[src/hdl/awa_pkg.sv]
package awa_pkg;

	// field and state widths
	localparam int RAW_W   = 32;
	localparam int VAL_W   = 26;
	localparam int SUM_W   = 34;
	localparam int CNT_W   = 8;
	localparam int RES_W   = 5;
	localparam int VREF_W  = 23;
	localparam int CODE_W  = 26;
	localparam int VOLT_W  = 25;
	localparam int PROD_W  = CODE_W + 1 + VREF_W;
	localparam int CFG_IDX_W  = 2;
	localparam int CFG_DATA_W = VREF_W;

	// serial unit step counters
	localparam int DIV_CNT_W = $clog2(SUM_W);
	localparam int MUL_CNT_W = $clog2(VREF_W);

	// raw word field: bits 31 and 30 ignored, low 4 bits dropped
	localparam int VAL_LSB = 4;

	// resolution limits and full scale
	localparam logic [RES_W-1:0] RES_MIN         = RES_W'(12);
	localparam logic [RES_W-1:0] RES_MAX         = RES_W'(24);
	localparam logic [RES_W-1:0] FULL_SCALE_LOG2 = RES_W'(24);

	// sign bit offset, 2^25
	localparam logic [CODE_W-1:0] SIGN_OFFSET = CODE_W'(33554432);

	// reset values of the registers
	localparam logic [RES_W-1:0]  RES_RESET  = RES_W'(24);
	localparam logic [CNT_W-1:0]  SPR_RESET  = CNT_W'(1);
	localparam logic [VREF_W-1:0] VREF_RESET = VREF_W'(2500000);

	// register indexes
	localparam logic [CFG_IDX_W-1:0] REG_RESOLUTION = CFG_IDX_W'(0);
	localparam logic [CFG_IDX_W-1:0] REG_SAMPLES    = CFG_IDX_W'(1);
	localparam logic [CFG_IDX_W-1:0] REG_VREF       = CFG_IDX_W'(2);

	typedef enum logic [1:0] {
		ST_ACC,
		ST_DIV,
		ST_MUL,
		ST_HOLD
	} state_t;

endpackage

[src/hdl/awa_div.sv]
module awa_div (
	input  logic                            clk,
	input  logic                            arst_n,
	input  logic                            start,
	input  logic [awa_pkg::SUM_W-1:0]       dividend,
	input  logic [awa_pkg::CNT_W-1:0]       divisor,
	output logic                            done,
	output logic [awa_pkg::SUM_W-1:0]       quotient
);

	logic [awa_pkg::SUM_W-1:0]     quo_q;
	logic [awa_pkg::CNT_W-1:0]     rem_q;
	logic [awa_pkg::CNT_W-1:0]     dvs_q;
	logic [awa_pkg::DIV_CNT_W-1:0] cnt_q;
	logic                          busy_q;
	logic                          done_q;

	logic [awa_pkg::CNT_W:0]   trial;
	logic [awa_pkg::CNT_W+1:0] diff;
	logic                      fits;

	// restoring step, one quotient bit per cycle
	assign trial = {rem_q, quo_q[awa_pkg::SUM_W-1]};
	assign diff  = {1'b0, trial} - {2'b00, dvs_q};
	assign fits  = !diff[awa_pkg::CNT_W+1];

	always_ff @(posedge clk or negedge arst_n) begin
		if (!arst_n) begin
			busy_q <= 1'b0;
			done_q <= 1'b0;
			cnt_q  <= '0;
		end else begin
			done_q <= 1'b0;
			if (start) begin
				busy_q <= 1'b1;
				cnt_q  <= '0;
			end else if (busy_q) begin
				if (cnt_q == awa_pkg::DIV_CNT_W'(awa_pkg::SUM_W - 1)) begin
					busy_q <= 1'b0;
					done_q <= 1'b1;
				end else begin
					cnt_q <= cnt_q + 1'b1;
				end
			end
		end
	end

	always_ff @(posedge clk) begin
		if (start) begin
			quo_q <= dividend;
			rem_q <= '0;
			dvs_q <= divisor;
		end else if (busy_q) begin
			quo_q <= {quo_q[awa_pkg::SUM_W-2:0], fits};
			rem_q <= fits ? diff[awa_pkg::CNT_W-1:0] : trial[awa_pkg::CNT_W-1:0];
		end
	end

	assign done     = done_q;
	assign quotient = quo_q;

endmodule

[src/hdl/awa_mul.sv]
module awa_mul (
	input  logic                                clk,
	input  logic                                arst_n,
	input  logic                                start,
	input  logic signed [awa_pkg::CODE_W-1:0]   mcand,
	input  logic [awa_pkg::VREF_W-1:0]          mplier,
	output logic                                done,
	output logic signed [awa_pkg::PROD_W-1:0]   product
);

	localparam int HI_W = awa_pkg::CODE_W + 1;

	logic [awa_pkg::PROD_W-1:0]    p_q;
	logic [awa_pkg::CODE_W-1:0]    mcand_q;
	logic [awa_pkg::MUL_CNT_W-1:0] cnt_q;
	logic                          busy_q;
	logic                          done_q;

	logic [HI_W-1:0] hi;
	logic [HI_W-1:0] addend;
	logic [HI_W-1:0] hi_sum;

	// shift-add, one multiplier bit per cycle, lsb first
	assign hi     = p_q[awa_pkg::PROD_W-1:awa_pkg::VREF_W];
	assign addend = p_q[0] ? {mcand_q[awa_pkg::CODE_W-1], mcand_q} : '0;
	assign hi_sum = hi + addend;

	always_ff @(posedge clk or negedge arst_n) begin
		if (!arst_n) begin
			busy_q <= 1'b0;
			done_q <= 1'b0;
			cnt_q  <= '0;
		end else begin
			done_q <= 1'b0;
			if (start) begin
				busy_q <= 1'b1;
				cnt_q  <= '0;
			end else if (busy_q) begin
				if (cnt_q == awa_pkg::MUL_CNT_W'(awa_pkg::VREF_W - 1)) begin
					busy_q <= 1'b0;
					done_q <= 1'b1;
				end else begin
					cnt_q <= cnt_q + 1'b1;
				end
			end
		end
	end

	always_ff @(posedge clk) begin
		if (start) begin
			p_q     <= {{HI_W{1'b0}}, mplier};
			mcand_q <= mcand;
		end else if (busy_q) begin
			p_q <= {hi_sum[HI_W-1], hi_sum, p_q[awa_pkg::VREF_W-1:1]};
		end
	end

	assign done    = done_q;
	assign product = $signed(p_q);

endmodule

[src/hdl/adc_word_average_scale.sv]
// channel | dir | transfer when       | payload
// cfg     | in  | cfg_wr_en           | cfg_index, cfg_data
// in      | in  | in_valid & in_ready | raw_word
// out     | out | out_valid & out_ready | average_code, voltage_microvolts
//
// a word that does not close an average only adds to the accumulator, the next may follow at once
// a closing word passes through 34 steps of the bit-serial divider and
// 23 steps of the bit-serial multiplier, then waits in ST_HOLD for the output register
// in_ready is low from a closing word until its result sits in the output register
// one finished result waits in the output register while new words are taken
// arst_n clears config to its defaults, the accumulator, the count and out_valid
module adc_word_average_scale (
	input  logic                                  clk,
	input  logic                                  arst_n,
	input  logic                                  cfg_wr_en,
	input  logic [awa_pkg::CFG_IDX_W-1:0]         cfg_index,
	input  logic [awa_pkg::CFG_DATA_W-1:0]        cfg_data,
	input  logic                                  in_valid,
	output logic                                  in_ready,
	input  logic [awa_pkg::RAW_W-1:0]             raw_word,
	output logic                                  out_valid,
	input  logic                                  out_ready,
	output logic signed [awa_pkg::CODE_W-1:0]     average_code,
	output logic signed [awa_pkg::VOLT_W-1:0]     voltage_microvolts
);

	// configuration registers
	logic [awa_pkg::RES_W-1:0]  res_q;
	logic [awa_pkg::CNT_W-1:0]  spr_q;
	logic [awa_pkg::VREF_W-1:0] vref_q;

	// accumulator state
	logic [awa_pkg::SUM_W-1:0] sum_q;
	logic [awa_pkg::CNT_W-1:0] taken_q;

	// output register
	logic                              out_valid_q;
	logic signed [awa_pkg::CODE_W-1:0] code_out_q;
	logic signed [awa_pkg::VOLT_W-1:0] volt_out_q;

	// code of the average in flight
	logic signed [awa_pkg::CODE_W-1:0] code_q;

	awa_pkg::state_t state_q;
	awa_pkg::state_t state_d;

	logic                              in_xfer;
	logic                              out_xfer;
	logic                              out_free;
	logic [awa_pkg::VAL_W-1:0]         val;
	logic [awa_pkg::SUM_W-1:0]         sum_next;
	logic [awa_pkg::CNT_W-1:0]         taken_next;
	logic [awa_pkg::CNT_W-1:0]         target;
	logic                              closing;
	logic [awa_pkg::RES_W-1:0]         res_c;
	logic [awa_pkg::RES_W-1:0]         shift_c;
	logic [awa_pkg::CODE_W-1:0]        avg_c;
	logic signed [awa_pkg::CODE_W-1:0] code_c;
	logic signed [awa_pkg::PROD_W-1:0] prod_sh;
	logic signed [awa_pkg::VOLT_W-1:0] volt_c;

	logic                              div_start;
	logic                              div_done;
	logic [awa_pkg::SUM_W-1:0]         div_quo;
	logic                              mul_start;
	logic                              mul_done;
	logic signed [awa_pkg::PROD_W-1:0] mul_prod;
	logic                              load_out;

	// config write port, writes beyond the list are dropped
	always_ff @(posedge clk or negedge arst_n) begin
		if (!arst_n) begin
			res_q  <= awa_pkg::RES_RESET;
			spr_q  <= awa_pkg::SPR_RESET;
			vref_q <= awa_pkg::VREF_RESET;
		end else if (cfg_wr_en) begin
			unique case (cfg_index)
				awa_pkg::REG_RESOLUTION: res_q  <= cfg_data[awa_pkg::RES_W-1:0];
				awa_pkg::REG_SAMPLES:    spr_q  <= cfg_data[awa_pkg::CNT_W-1:0];
				awa_pkg::REG_VREF:       vref_q <= cfg_data;
				default: ;
			endcase
		end
	end

	// resolution clamped to 12..24, shift is what is dropped below it
	always_comb begin
		if (res_q < awa_pkg::RES_MIN) begin
			res_c = awa_pkg::RES_MIN;
		end else if (res_q > awa_pkg::RES_MAX) begin
			res_c = awa_pkg::RES_MAX;
		end else begin
			res_c = res_q;
		end
	end
	assign shift_c = awa_pkg::FULL_SCALE_LOG2 - res_c;

	// accumulate, a count of zero acts as one
	assign val        = raw_word[awa_pkg::VAL_LSB +: awa_pkg::VAL_W];
	assign sum_next   = sum_q + {{(awa_pkg::SUM_W - awa_pkg::VAL_W){1'b0}}, val};
	assign taken_next = taken_q + 1'b1;
	assign target     = (spr_q == '0) ? awa_pkg::CNT_W'(1) : spr_q;
	assign closing    = (taken_next >= target);

	assign in_xfer  = in_valid && in_ready;
	assign out_xfer = out_valid_q && out_ready;
	assign out_free = !out_valid_q || out_ready;

	// quotient fits 26 bits, then shift and remove the shifted sign offset
	assign avg_c  = div_quo[awa_pkg::CODE_W-1:0];
	assign code_c = $signed((avg_c >> shift_c) - (awa_pkg::SIGN_OFFSET >> shift_c));

	// floor of product over 2^resolution, arithmetic shift keeps the sign
	assign prod_sh = mul_prod >>> res_c;
	assign volt_c  = prod_sh[awa_pkg::VOLT_W-1:0];

	always_ff @(posedge clk or negedge arst_n) begin
		if (!arst_n) begin
			state_q <= awa_pkg::ST_ACC;
		end else begin
			state_q <= state_d;
		end
	end

	always_comb begin
		state_d   = state_q;
		in_ready  = 1'b0;
		div_start = 1'b0;
		mul_start = 1'b0;
		load_out  = 1'b0;
		unique case (state_q)
			awa_pkg::ST_ACC: begin
				in_ready = 1'b1;
				if (in_valid && closing) begin
					div_start = 1'b1;
					state_d   = awa_pkg::ST_DIV;
				end
			end
			awa_pkg::ST_DIV: begin
				if (div_done) begin
					mul_start = 1'b1;
					state_d   = awa_pkg::ST_MUL;
				end
			end
			awa_pkg::ST_MUL: begin
				if (mul_done) begin
					state_d = awa_pkg::ST_HOLD;
				end
			end
			awa_pkg::ST_HOLD: begin
				// wait for the output register to drain
				if (out_free) begin
					load_out = 1'b1;
					state_d  = awa_pkg::ST_ACC;
				end
			end
			default: state_d = awa_pkg::ST_ACC;
		endcase
	end

	// accumulator and word count, cleared when an average closes
	always_ff @(posedge clk or negedge arst_n) begin
		if (!arst_n) begin
			sum_q   <= '0;
			taken_q <= '0;
		end else if (in_xfer) begin
			if (closing) begin
				sum_q   <= '0;
				taken_q <= '0;
			end else begin
				sum_q   <= sum_next;
				taken_q <= taken_next;
			end
		end
	end

	always_ff @(posedge clk) begin
		if (mul_start) begin
			code_q <= code_c;
		end
	end

	// output register
	always_ff @(posedge clk or negedge arst_n) begin
		if (!arst_n) begin
			out_valid_q <= 1'b0;
		end else if (load_out) begin
			out_valid_q <= 1'b1;
		end else if (out_xfer) begin
			out_valid_q <= 1'b0;
		end
	end

	always_ff @(posedge clk) begin
		if (load_out) begin
			code_out_q <= code_q;
			volt_out_q <= volt_c;
		end
	end

	// sum divided by the words actually taken
	awa_div u_div (
		.clk      (clk),
		.arst_n   (arst_n),
		.start    (div_start),
		.dividend (sum_next),
		.divisor  (taken_next),
		.done     (div_done),
		.quotient (div_quo)
	);

	// signed code times reference
	awa_mul u_mul (
		.clk     (clk),
		.arst_n  (arst_n),
		.start   (mul_start),
		.mcand   (code_c),
		.mplier  (vref_q),
		.done    (mul_done),
		.product (mul_prod)
	);

	assign out_valid          = out_valid_q;
	assign average_code       = code_out_q;
	assign voltage_microvolts = volt_out_q;

	// a closing word leaves the accumulator empty
	assert property (@(posedge clk) disable iff (!arst_n)
		(in_xfer && closing) |=> (sum_q == '0 && taken_q == '0))
		else $error("accumulator not cleared after closing word");

	// the count stays below the largest target, so it never wraps
	assert property (@(posedge clk) disable iff (!arst_n)
		taken_q != '1)
		else $error("word count reached its wrap value");

	// serial units finish only in their own phase
	assert property (@(posedge clk) disable iff (!arst_n)
		div_done |-> (state_q == awa_pkg::ST_DIV))
		else $error("divider finished outside the divide phase");

	assert property (@(posedge clk) disable iff (!arst_n)
		mul_done |-> (state_q == awa_pkg::ST_MUL))
		else $error("multiplier finished outside the multiply phase");

	// a new result appears only out of the hold phase
	assert property (@(posedge clk) disable iff (!arst_n)
		$rose(out_valid_q) |-> $past(state_q == awa_pkg::ST_HOLD))
		else $error("result appeared without the hold phase");

endmodule
[config.mk]
export PLATFORM = sky130hd
export DESIGN_NAME = adc_word_average_scale
export DESIGN_NICKNAME = d
export VERILOG_FILES = /design/src/hdl/awa_pkg.sv /design/src/hdl/awa_div.sv /design/src/hdl/awa_mul.sv /design/src/hdl/adc_word_average_scale.sv
export SDC_FILE = /design/constraint.sdc
export NUM_CORES = 1
export LEC_CHECK = 0
export ABC_AREA = 1
export BUFFER_PORTS_ARGS = -buffer_cell sky130_fd_sc_hd__clkbuf_2
export CORE_AREA = 10 10 280 255
export CTS_CLUSTER_SIZE = 25
export DETAILED_ROUTE_END_ITERATION = 8
export DIE_AREA = 0 0 290 265
export PLACE_DENSITY_LB_ADDON = 0.1
export RECOVER_POWER = 100
export SLEW_MARGIN = 20
export SYNTH_ARGS = -nofsm -noshare
export SYNTH_HDL_FRONTEND = slang
export SYNTH_SLANG_ARGS = --single-unit
[constraint.sdc]
create_clock -name clk -period 5.1 [get_ports clk]
set_input_delay 0.51 -clock clk [delete_from_list [all_inputs] [get_ports clk]]
set_output_delay 0.51 -clock clk [all_outputs]
set_load 0.05 [all_outputs]
==> flow_metrics.env, run 1 <==
export IMPL_status="finished with violations"
export IMPL_violations="capacitance limit, slew limit"
export IMPL_hold_violations=0
export IMPL_ys_ff_latch=272
export IMPL_antenna_found_initial=0
export IMPL_grt_overflow=0
export IMPL_rows=89
export IMPL_p_leak_nw=10.92
export IMPL_synth_edf_count=142
export IMPL_cp_arrival_ns=4.97
export IMPL_cts_root_buf="clkbuf_16"
export IMPL_setup_violations=0
export IMPL_ys_types=49
export IMPL_drtIter0Drc=1015
export IMPL_route_detailed_drc=0
export IMPL_antenna_left=0
export IMPL_dr_pass1_iters=7
export IMPL_fillers=7229
export IMPL_r2r_setup_slack_ns=0.48
export IMPL_num_vias=18010
export IMPL_fin_nets=3041
export IMPL_diodes=0
export IMPL_viasPerCell=4.790
export IMPL_die_w_um=290
export IMPL_met1_usage=0.2109
export IMPL_grt_pass1_wl_um=98190
export IMPL_synth_ff_type="edfxtp_1"
export IMPL_grt_max_degree=86
export IMPL_cp_cell_sequence="inv_2 -> nand3_1 -> nand2_2 -> nand2_2 -> inv_1 -> ha_1 -> buf_4 -> nand3_1 -> nand3_1 -> nand3_1 -> nand3_1 -> nand2_1 -> ha_1 -> nand2_1 -> o21ai_0 -> nor2_1 -> o21ai_0 -> clkbuf_1 -> nand2_1 -> nand2_1 -> xor2_1"
export IMPL_busiest_layer="met2"
export IMPL_powerDensity_nw_per_um2=435.8
export IMPL_cts_tree="done"
export IMPL_synth_most_common_cell="nand2_1"
export IMPL_num_io_pins=115
export IMPL_ctsHoldBuffers=0
export IMPL_die_height_um=265
export IMPL_path_clk_slew_ns=0.06
export IMPL_fmax_mhz=216.5
export IMPL_syn2layout_area_growth_pct=13.32
export IMPL_die_area_um2=76850
export IMPL_path_common_cell="nand3_1"
export IMPL_cts_path_max_buffers=3
export IMPL_cap_viol_max_count=3
export IMPL_yosysWarnings=0
export IMPL_cp_slowest_cell="dfstp_2"
export IMPL_grtUsageMet2=0.2597
export IMPL_hold_class="input port to flip-flop"
export IMPL_post_route_min_period_ns=4.619
export IMPL_vdd_drop_max_mv=0.1889
export IMPL_track_usage=0.1571
export IMPL_rsz0062_at_grt="false"
export IMPL_cpPeakStageDelay_ns=0.64
export IMPL_worst_ep_required_time_ns=5.45
export IMPL_async_flop_share=0.3529
export IMPL_synthTopCellsByCount="nand2_1, nand3_1, inv_1"
export IMPL_tightest_slew_ns=3.518
export IMPL_drive_gt1_frac=0.06319
export IMPL_wl_per_cell_um=16.47
export IMPL_fin_tns_setup_ns=0
export IMPL_start_util=0.2975
export IMPL_finClkSkew_ns=0.03184
export IMPL_synth_top_area_cell="edfxtp_1"
export IMPL_place_gp_congestion=0.9240
export IMPL_netlist_instances=2774
export IMPL_wl_um=61920
export IMPL_crit_fanout=25
export IMPL_synthesis_area_um2=19410
export IMPL_drv_slew=134
export IMPL_synth_top_cell_area_share=0.2196
export IMPL_first_global_vias=17700
export IMPL_grtUsageMet3=0.02059
export IMPL_core_um2=65260
export IMPL_critPathKind="flip-flop to flip-flop"
export IMPL_synthTopCellsByArea="edfxtp_1, nand2_1, dfrtp_1, nand3_1, ha_1"
export IMPL_endpoint_kind="flip-flop"
export IMPL_slew_headroom=-1.345
export IMPL_io_buffers=108
export IMPL_h_tree_depth=2
export IMPL_numCtsBuffers=36
export IMPL_clk_latency_ns=0.56
export IMPL_syn_area_per_cell_um2=6.998
export IMPL_worst_setup_path_start_kind="flip-flop"
export IMPL_power_total_mw=9.587
export IMPL_dp_hpwl_um=47820
export IMPL_fin_crit_sh=0.9057
export IMPL_numClockSinks=272
export IMPL_seq_area_frac_synth=0.3792
-- where the power goes --
group / total (mW) / switching [mW] / leakage (nW) / internal [mW]
Sequential: 2.91 / 0.210 / 2.84 / 2.70
Combinational: 4.11 / 2.76 / 7.52 / 1.35
Clock: 2.56 / 1.05 / 0.570 / 1.51
Total: 9.59 / 4.02 / 10.9 / 5.57
-- cells in the final DEF (no fill, tap or decap), types with 7 or more instances in the layout --
cell       Yosys  layout
dfxtp_1       34      34
nand3b_1       7       7
nor2_1       183     182
buf_4          5      19
nand2_1      911     911
inv_1        331     332
o21ai_1       43      37
dfstp_2       11      10
edfxtp_1     142     142
dfrtp_1       85      85
o21bai_1       9       9
conb_1         2       7
nand4_1       23      23
nand3_1      343     343
o211ai_1      14      14
xnor2_1       14      14
or2_2         10      10
clkbuf_2       0      56
nor3_1        23      23
ha_1         107     107
clkbuf_16      0      38
clkbuf_1      59      76
o21ai_0      156     160
a21oi_1      128     127
o22ai_1        7       7
mux2_2        15      15
xor2_1        36      36
-- stage by stage --
| step | hold WS, ns | util | cell area [um^2] | setup WS (ns) | instances |
|---|---|---|---|---|---|
| after global routing | 0.1674 | 0.3371 | 22000 | 0.03975 | 3760 |
| after CTS | 0.07437 | 0.3389 | 22120 | 0.3049 | 3760 |
| after global placement | 0.4425 | 0.3208 | 20930 | 0.3851 | 3694 |
| after detailed placement | 0.4487 | 0.3208 | 20930 | 0.3435 | 3694 |
| after floorplan | 0.2144 | - | 19430 | 0.7975 | 2779 |
| final | 0.1881 | 0.3371 | 22000 | 0.4811 | 3760 |
-- flip-flops by register name, indices dropped and copies added (netlist names) --
register / flops
u_div.dvs_q: 8
u_mul.done: 1
voltage_microvolts: 25
average_code: 26
state_q: 2
res_q: 5
u_mul.mcand_q: 26
u_div.rem_q: 8
u_div.quotient: 34
u_div.cnt_q: 6
u_mul.cnt_q: 5
out_valid: 1
u_mul.busy_q: 1
spr_q: 8
u_mul.product: 49
sum_q: 34
u_div.done: 1
taken_q: 8
vref_q: 23
u_div.busy_q: 1
-- path summary, 6_finish.rpt --
check	from	endpoint	cells after the start
max in group asynchronous	arst_n	res_q[0]	2
worst max-delay path	res_q[4]	u_mul.mcand_q[15]	21
worst min-delay path	cfg_data[19]	vref_q[19]	2
min in group asynchronous	arst_n	sum_q[28]	1
worst min register to register	u_mul.mcand_q[22]	average_code[22]	0
worst max register to register	res_q[4]	u_mul.mcand_q[15]	21
-- cell families (layout without fill, tap and decap cells) --
logic type      after synthesis  count (layout)  synth area share
simple gates               1516            1516            0.3244
buf+inv                     428             545           0.08565
compound gates              378             378            0.1050
flops                       272             272            0.3792
fa+ha+maj                   111             111           0.07309
xor+xnor                     50              50           0.02256
mux                          17              17          0.009732
other cells                   2               7         0.0003868
-- worst max-delay path, delay by kind of cell (launching register included) --
family | cells | cell delay (ns)
buf+inv | 4 | 0.80
simple gates | 12 | 1.58
fa+ha+maj | 2 | 0.68
xor+xnor | 1 | 0.27
compound gates | 2 | 0.41
flops | 1 | 0.64
-- repair_timing --
action                     in CTS  in global routing
setup endpoints to repair       0                  2
setup buffers                   0                  0
resized for setup               0                  1
-- final cells by class --
class	instances	area [um^2]	share of cell area
clock buffers	51	1020	0.04635
clock inverters	15	162.7	0.007394
inverters	339	1272	0.05784
multi-input cells	2079	10440	0.4743
flip-flops and latches	272	7361	0.3346
well taps	864	1081	0.04914
repair buffers	140	666.9	0.03032
-- per-layer routing --
metal | wire length [um] | vias up | share of wire
met4 | 1574 | 0 | 0.025
met1 | 29490 | 8316 | 0.48
met5 | 0 | - | 0
met3 | 2587 | 83 | 0.042
met2 | 28270 | 327 | 0.46
li1 | - | 9286 | -
(Power assumes the default switching activity.)
==> run 2: changes to the inputs <==
Settings changed: REMOVE_ABC_BUFFERS from default to 1.
==> run 2 against run 1 <==
Critical endpoint is now u_mul.mcand_q[22]. Final cell count unchanged. Clock skew is 0.0084 ns lower. Power is 0.47% lower. The flow still finishes with violations (capacitance limit, slew limit).
==> flow_metrics.env, run 2 (synthesis results as in run 1) <==
export IMPL_hold_depth=2
export IMPL_layout_commonest_cell="nand2_1"
export IMPL_core_um2=65260
export IMPL_endpoint_kind="flip-flop"
export IMPL_num_io_pins=115
export IMPL_multi_input_area_um2=10410
export IMPL_fillers=7312
export IMPL_path_common_cell="nand2_1"
export IMPL_worst_ep_required_time_ns=5.39
export IMPL_pre_cts_ws_ns=0.4157
export IMPL_cts_path_max_buffers=3
export IMPL_post_cts_setup_buffers=0
export IMPL_worst_setup_path_start_kind="flip-flop"
export IMPL_finClkSkew_ns=0.02342
export IMPL_hold_class="input port to flip-flop"
export IMPL_dr_pass1_iters=5
export IMPL_cts_root_buf="clkbuf_16"
export IMPL_post_cts_resized=0
export IMPL_diodes=0
export IMPL_violations="capacitance limit, slew limit"
export IMPL_numCtsBuffers=35
export IMPL_cap_viol_max_count=5
export IMPL_antenna_found_initial=1
export IMPL_place_area_um2=20950
export IMPL_ff_latch_area_um2=7361
export IMPL_fin_nets=3042
export IMPL_p_leak_nw=10.92
export IMPL_fin_crit_sh=0.9070
export IMPL_drv_slew=186
export IMPL_clk_latency_ns=0.57
export IMPL_critPathKind="flip-flop to flip-flop"
export IMPL_h_tree_depth=2
export IMPL_die_area_um2=76850
export IMPL_start_util=0.2975
export IMPL_dp_hpwl_um=49080
export IMPL_powerDensity_nw_per_um2=433.9
export IMPL_grt_max_degree=86
export IMPL_cts_tree="done"
export IMPL_drive_gt1_frac=0.06285
export IMPL_route_detailed_drc=0
export IMPL_vdd_drop_max_mv=0.2138
export IMPL_cp_arrival_ns=4.91
export IMPL_crit_fanout=85
export IMPL_fin_ws_ns=0.4745
export IMPL_first_global_vias=17660
export IMPL_dpl_cell_count=3696
export IMPL_tightest_slew_ns=3.647
export IMPL_num_vias=18220
export IMPL_r2r_end="u_mul.mcand_q[22]"
export IMPL_grt_pass1_wl_um=99380
export IMPL_post_route_min_period_ns=4.625
export IMPL_rsz0062_at_grt="false"
export IMPL_r2r_setup_slack_ns=0.47
export IMPL_ctsHoldBuffers=0
export IMPL_numClockSinks=272
export IMPL_fmax_mhz=216.2
export IMPL_viasPerCell=4.845
export IMPL_rows=89
export IMPL_reg2reg_depth=17
export IMPL_holdWs_ns=0.1736
export IMPL_die_w_um=290
export IMPL_status="finished with violations"
export IMPL_power_total_mw=9.541
export IMPL_cp_slowest_cell="buf_4"
export IMPL_holdCritStartpoint="cfg_data[11]"
export IMPL_reg2reg_from="res_q[4]"
export IMPL_die_height_um=265
export IMPL_wl_per_cell_um=16.80
export IMPL_final_cell_area_um2=21990
export IMPL_largest_reg_flops=49
export IMPL_final_instance_count_excl_fill=3760
export IMPL_track_usage=0.1596
export IMPL_final_cell_mix="nand2_1, nand3_1, inv_1"
export IMPL_wl_um=63180
export IMPL_grt_overflow=0
export IMPL_path_clk_slew_ns=0.06
export IMPL_place_gp_congestion=0.9179
export IMPL_setup_violations=0
export IMPL_slew_headroom=-1.431
export IMPL_hold_end="vref_q[11]"
export IMPL_io_buffers=108
export IMPL_post_route_util=0.3370
export IMPL_antenna_left=0
export IMPL_cpPeakStageDelay_ns=0.65
export IMPL_syn2layout_area_growth_pct=13.27
export IMPL_drtIter0Drc=1371
export IMPL_hold_violations=0
export IMPL_cp_cell_sequence="inv_4 -> nand3_1 -> nand2_2 -> nand2_1 -> buf_4 -> ha_1 -> inv_1 -> nor2_1 -> nand2_1 -> ha_1 -> a21oi_1 -> a21boi_0 -> clkbuf_1 -> inv_1 -> nand2_1 -> o211ai_1 -> xor2_1"
export IMPL_fin_tns_setup_ns=0
[run 2: power breakdown]
group | switching (mW) | internal (mW) | total (mW) | leakage (nW)
sequential | 0.240 | 2.70 | 2.94 | 2.84
clock | 1.02 | 1.49 | 2.51 | 0.575
combinational | 2.73 | 1.35 | 4.08 | 7.51
total | 4.00 | 5.54 | 9.54 | 10.9
[run 2: final cells by class]
class | count | share of cell area
Tap cell | 864 | 0.04916
Multi-Input combinational cell | 2079 | 0.4736
Sequential cell | 272 | 0.3347
Clock buffer | 51 | 0.04745
Inverter | 339 | 0.05815
Clock inverter | 13 | 0.006088
Timing Repair Buffer | 142 | 0.03084
[run 2: worst max-delay path by stage]
stage,to,start
floorplan,u_mul.mcand_q[18],res_q[4]
global placement,u_mul.mcand_q[22],res_q[4]
detailed placement,u_mul.mcand_q[22],res_q[4]
CTS,u_mul.mcand_q[22],res_q[4]
global route,u_mul.mcand_q[23],res_q[4]
finish,u_mul.mcand_q[22],res_q[4]
[run 2: per-layer routing]
| layer | vias to the layer above | share of wire | global-route usage |
|---|---|---|---|
| met4 | 0 | 0.019 | 0.04186 |
| met1 | 8464 | 0.52 | 0.2341 |
| met2 | 405 | 0.42 | 0.2409 |
| met3 | 66 | 0.044 | 0.02150 |
| met5 | - | 0 | 0 |
| li1 | 9281 | - | - |
[run 2: critical path: cells and delay by family (launching register included)]
family	cells	cell delay [ns]
buf+inv	5	1.15
flops	1	0.62
simple gates	6	1.04
compound gates	3	0.72
fa+ha+maj	2	0.62
xor+xnor	1	0.17
==> run 3: changes to the inputs <==
Settings changed: PLACE_DENSITY from default to 0.44, PLACE_DENSITY_LB_ADDON 0.1 to default.
==> run 3 against run 2 <==
The run still ends with capacitance limit, slew limit left. Sequential power about the same. Non-clock buffer count decreased by 3. Clock power increased by 6%. Critical endpoint is now u_mul.mcand_q[18]. Largest power group unchanged.
==> flow_metrics.env, run 3 (synthesis results as in run 1) <==
export IMPL_numClockSinks=272
export IMPL_fmax_mhz=216.5
export IMPL_place_gp_congestion=0.9015
export IMPL_drtIter0Drc=1300
export IMPL_num_io_pins=115
export IMPL_start_util=0.2975
export IMPL_num_vias=18110
export IMPL_drive_gt1_frac=0.06570
export IMPL_status="finished with violations"
export IMPL_viasPerCell=4.821
export IMPL_diodes=0
export IMPL_die_w_um=290
export IMPL_post_route_min_period_ns=4.618
export IMPL_dr_pass1_iters=5
export IMPL_largest_reg_flops=49
export IMPL_clk_latency_ns=0.57
export IMPL_crit_fanout=17
export IMPL_die_height_um=265
export IMPL_die_area_um2=76850
export IMPL_drv_slew=262
export IMPL_dp_hpwl_um=47680
export IMPL_setup_violations=0
export IMPL_grt_pass1_wl_um=99030
export IMPL_antenna_left=0
export IMPL_syn2layout_area_growth_pct=13.57
export IMPL_grt_overflow=0
export IMPL_hold_class="input port to flip-flop"
export IMPL_wl_per_cell_um=16.52
export IMPL_core_um2=65260
export IMPL_layout_commonest_cell="nand2_1"
export IMPL_powerDensity_nw_per_um2=437.7
export IMPL_final_cell_area_um2=22050
export IMPL_track_usage=0.1578
export IMPL_rows=89
export IMPL_wl_um=62050
export IMPL_finClkSkew_ns=0.04170
export IMPL_first_global_vias=17600
export IMPL_vdd_drop_max_mv=0.2178
export IMPL_path_clk_slew_ns=0.06
export IMPL_grt_max_degree=85
export IMPL_worst_ep_required_time_ns=5.39
export IMPL_cp_arrival_ns=4.90
export IMPL_fin_crit_sh=0.9056
export IMPL_violations="capacitance limit, slew limit"
export IMPL_endpoint_kind="flip-flop"
export IMPL_slew_headroom=-1.230
export IMPL_cts_tree="done"
export IMPL_hold_violations=0
export IMPL_route_detailed_drc=0
export IMPL_post_route_util=0.3379
export IMPL_cts_root_buf="clkbuf_16"
export IMPL_power_total_mw=9.650
export IMPL_p_leak_nw=10.97
export IMPL_tightest_slew_ns=3.345
export IMPL_cts_path_max_buffers=3
export IMPL_h_tree_depth=2
export IMPL_final_cell_mix="nand2_1, nand3_1, inv_1"
export IMPL_fin_nets=3040
export IMPL_numCtsBuffers=36
export IMPL_antenna_found_initial=0
export IMPL_place_area_um2=20930
export IMPL_rsz0062_at_grt="false"
export IMPL_post_cts_setup_buffers=0
export IMPL_io_buffers=108
export IMPL_critPathKind="flip-flop to flip-flop"
export IMPL_cap_viol_max_count=5
export IMPL_worst_setup_path_start_kind="flip-flop"
-- run 3: per-layer routing --
layer / track usage / wire length, um / up-vias
met5: 0 / 0 / -
met4: 0.03038 / 901 / 0
li1: - / - / 9283
met3: 0.02642 / 2659 / 55
met2: 0.2494 / 27110 / 378
met1: 0.2236 / 31370 / 8392
-- run 3: through the flow --
stage / hold WS, ns / worst slack (ns) / setup TNS, ns / cells
2_1_floorplan: 0.2144 / -0.6933 / -8.159 / 2690
3_3_place_gp: 0.4338 / 0.6317 / 0 / 3693
3_5_place_dp: 0.4430 / 0.5310 / 0 / 3693
4_1_cts: 0.04637 / 0.4787 / 0 / 3756
5_1_grt: 0.1582 / 0.06355 / 0 / 3756
6_report: 0.1831 / 0.4816 / 0 / 3756
-- run 3: area by class of cell --
| cell class | instances | area, um^2 |
|---|---|---|
| fill | 7108 | 43210 |
| multi-input combinational | 2079 | 10440 |
| sequential | 272 | 7361 |
| inverter | 339 | 1272 |
| tap | 864 | 1081 |
| clock buffer | 42 | 974.7 |
| timing repair buffer | 139 | 670.6 |
| clock inverter | 21 | 254.0 |
-- run 3: power breakdown --
part | total, mW | switching [mW] | internal, mW
combinational | 4.04 | 2.68 | 1.35
sequential | 2.94 | 0.236 | 2.70
clock | 2.67 | 1.05 | 1.63
total | 9.65 | 3.97 | 5.68
-- run 3: final timing paths --
kind                                   from                 to  slack [ns]  cells past startpoint
max                                res_q[4]  u_mul.mcand_q[18]        0.48                     19
min                            cfg_data[18]         vref_q[18]        0.18                      2
max reg2reg                        res_q[4]  u_mul.mcand_q[18]        0.48                     19
min reg2reg                u_mul.mcand_q[3]    average_code[3]        0.44                      0
max in group asynchronous            arst_n          vref_q[6]        1.51                      2
min in group asynchronous            arst_n          sum_q[16]        1.07                      1
-- run 3: repair_timing --
item | 4_1_cts | 5_1_grt
hold buffers | 0 | 0
gates resized for setup | 0 | 1
setup endpoints to repair | 0 | 2
-- run 3: critical path, stage by stage (launching register included) --
cell and delay [ns]:
dfstp_2 0.61, nand2_2 0.16, nand2_2 0.34, nand2_2 0.17
ha_1 0.25, nand2_1 0.08, nand2_1 0.07, inv_1 0.41
clkbuf_1 0.27, nand2_1 0.13, nand4_1 0.12, nand2_1 0.08
ha_1 0.35, a21oi_1 0.15, o21ai_0 0.12, a21boi_0 0.48
o21ai_0 0.24, nand2_1 0.11, nand2_1 0.06, xor2_1 0.14
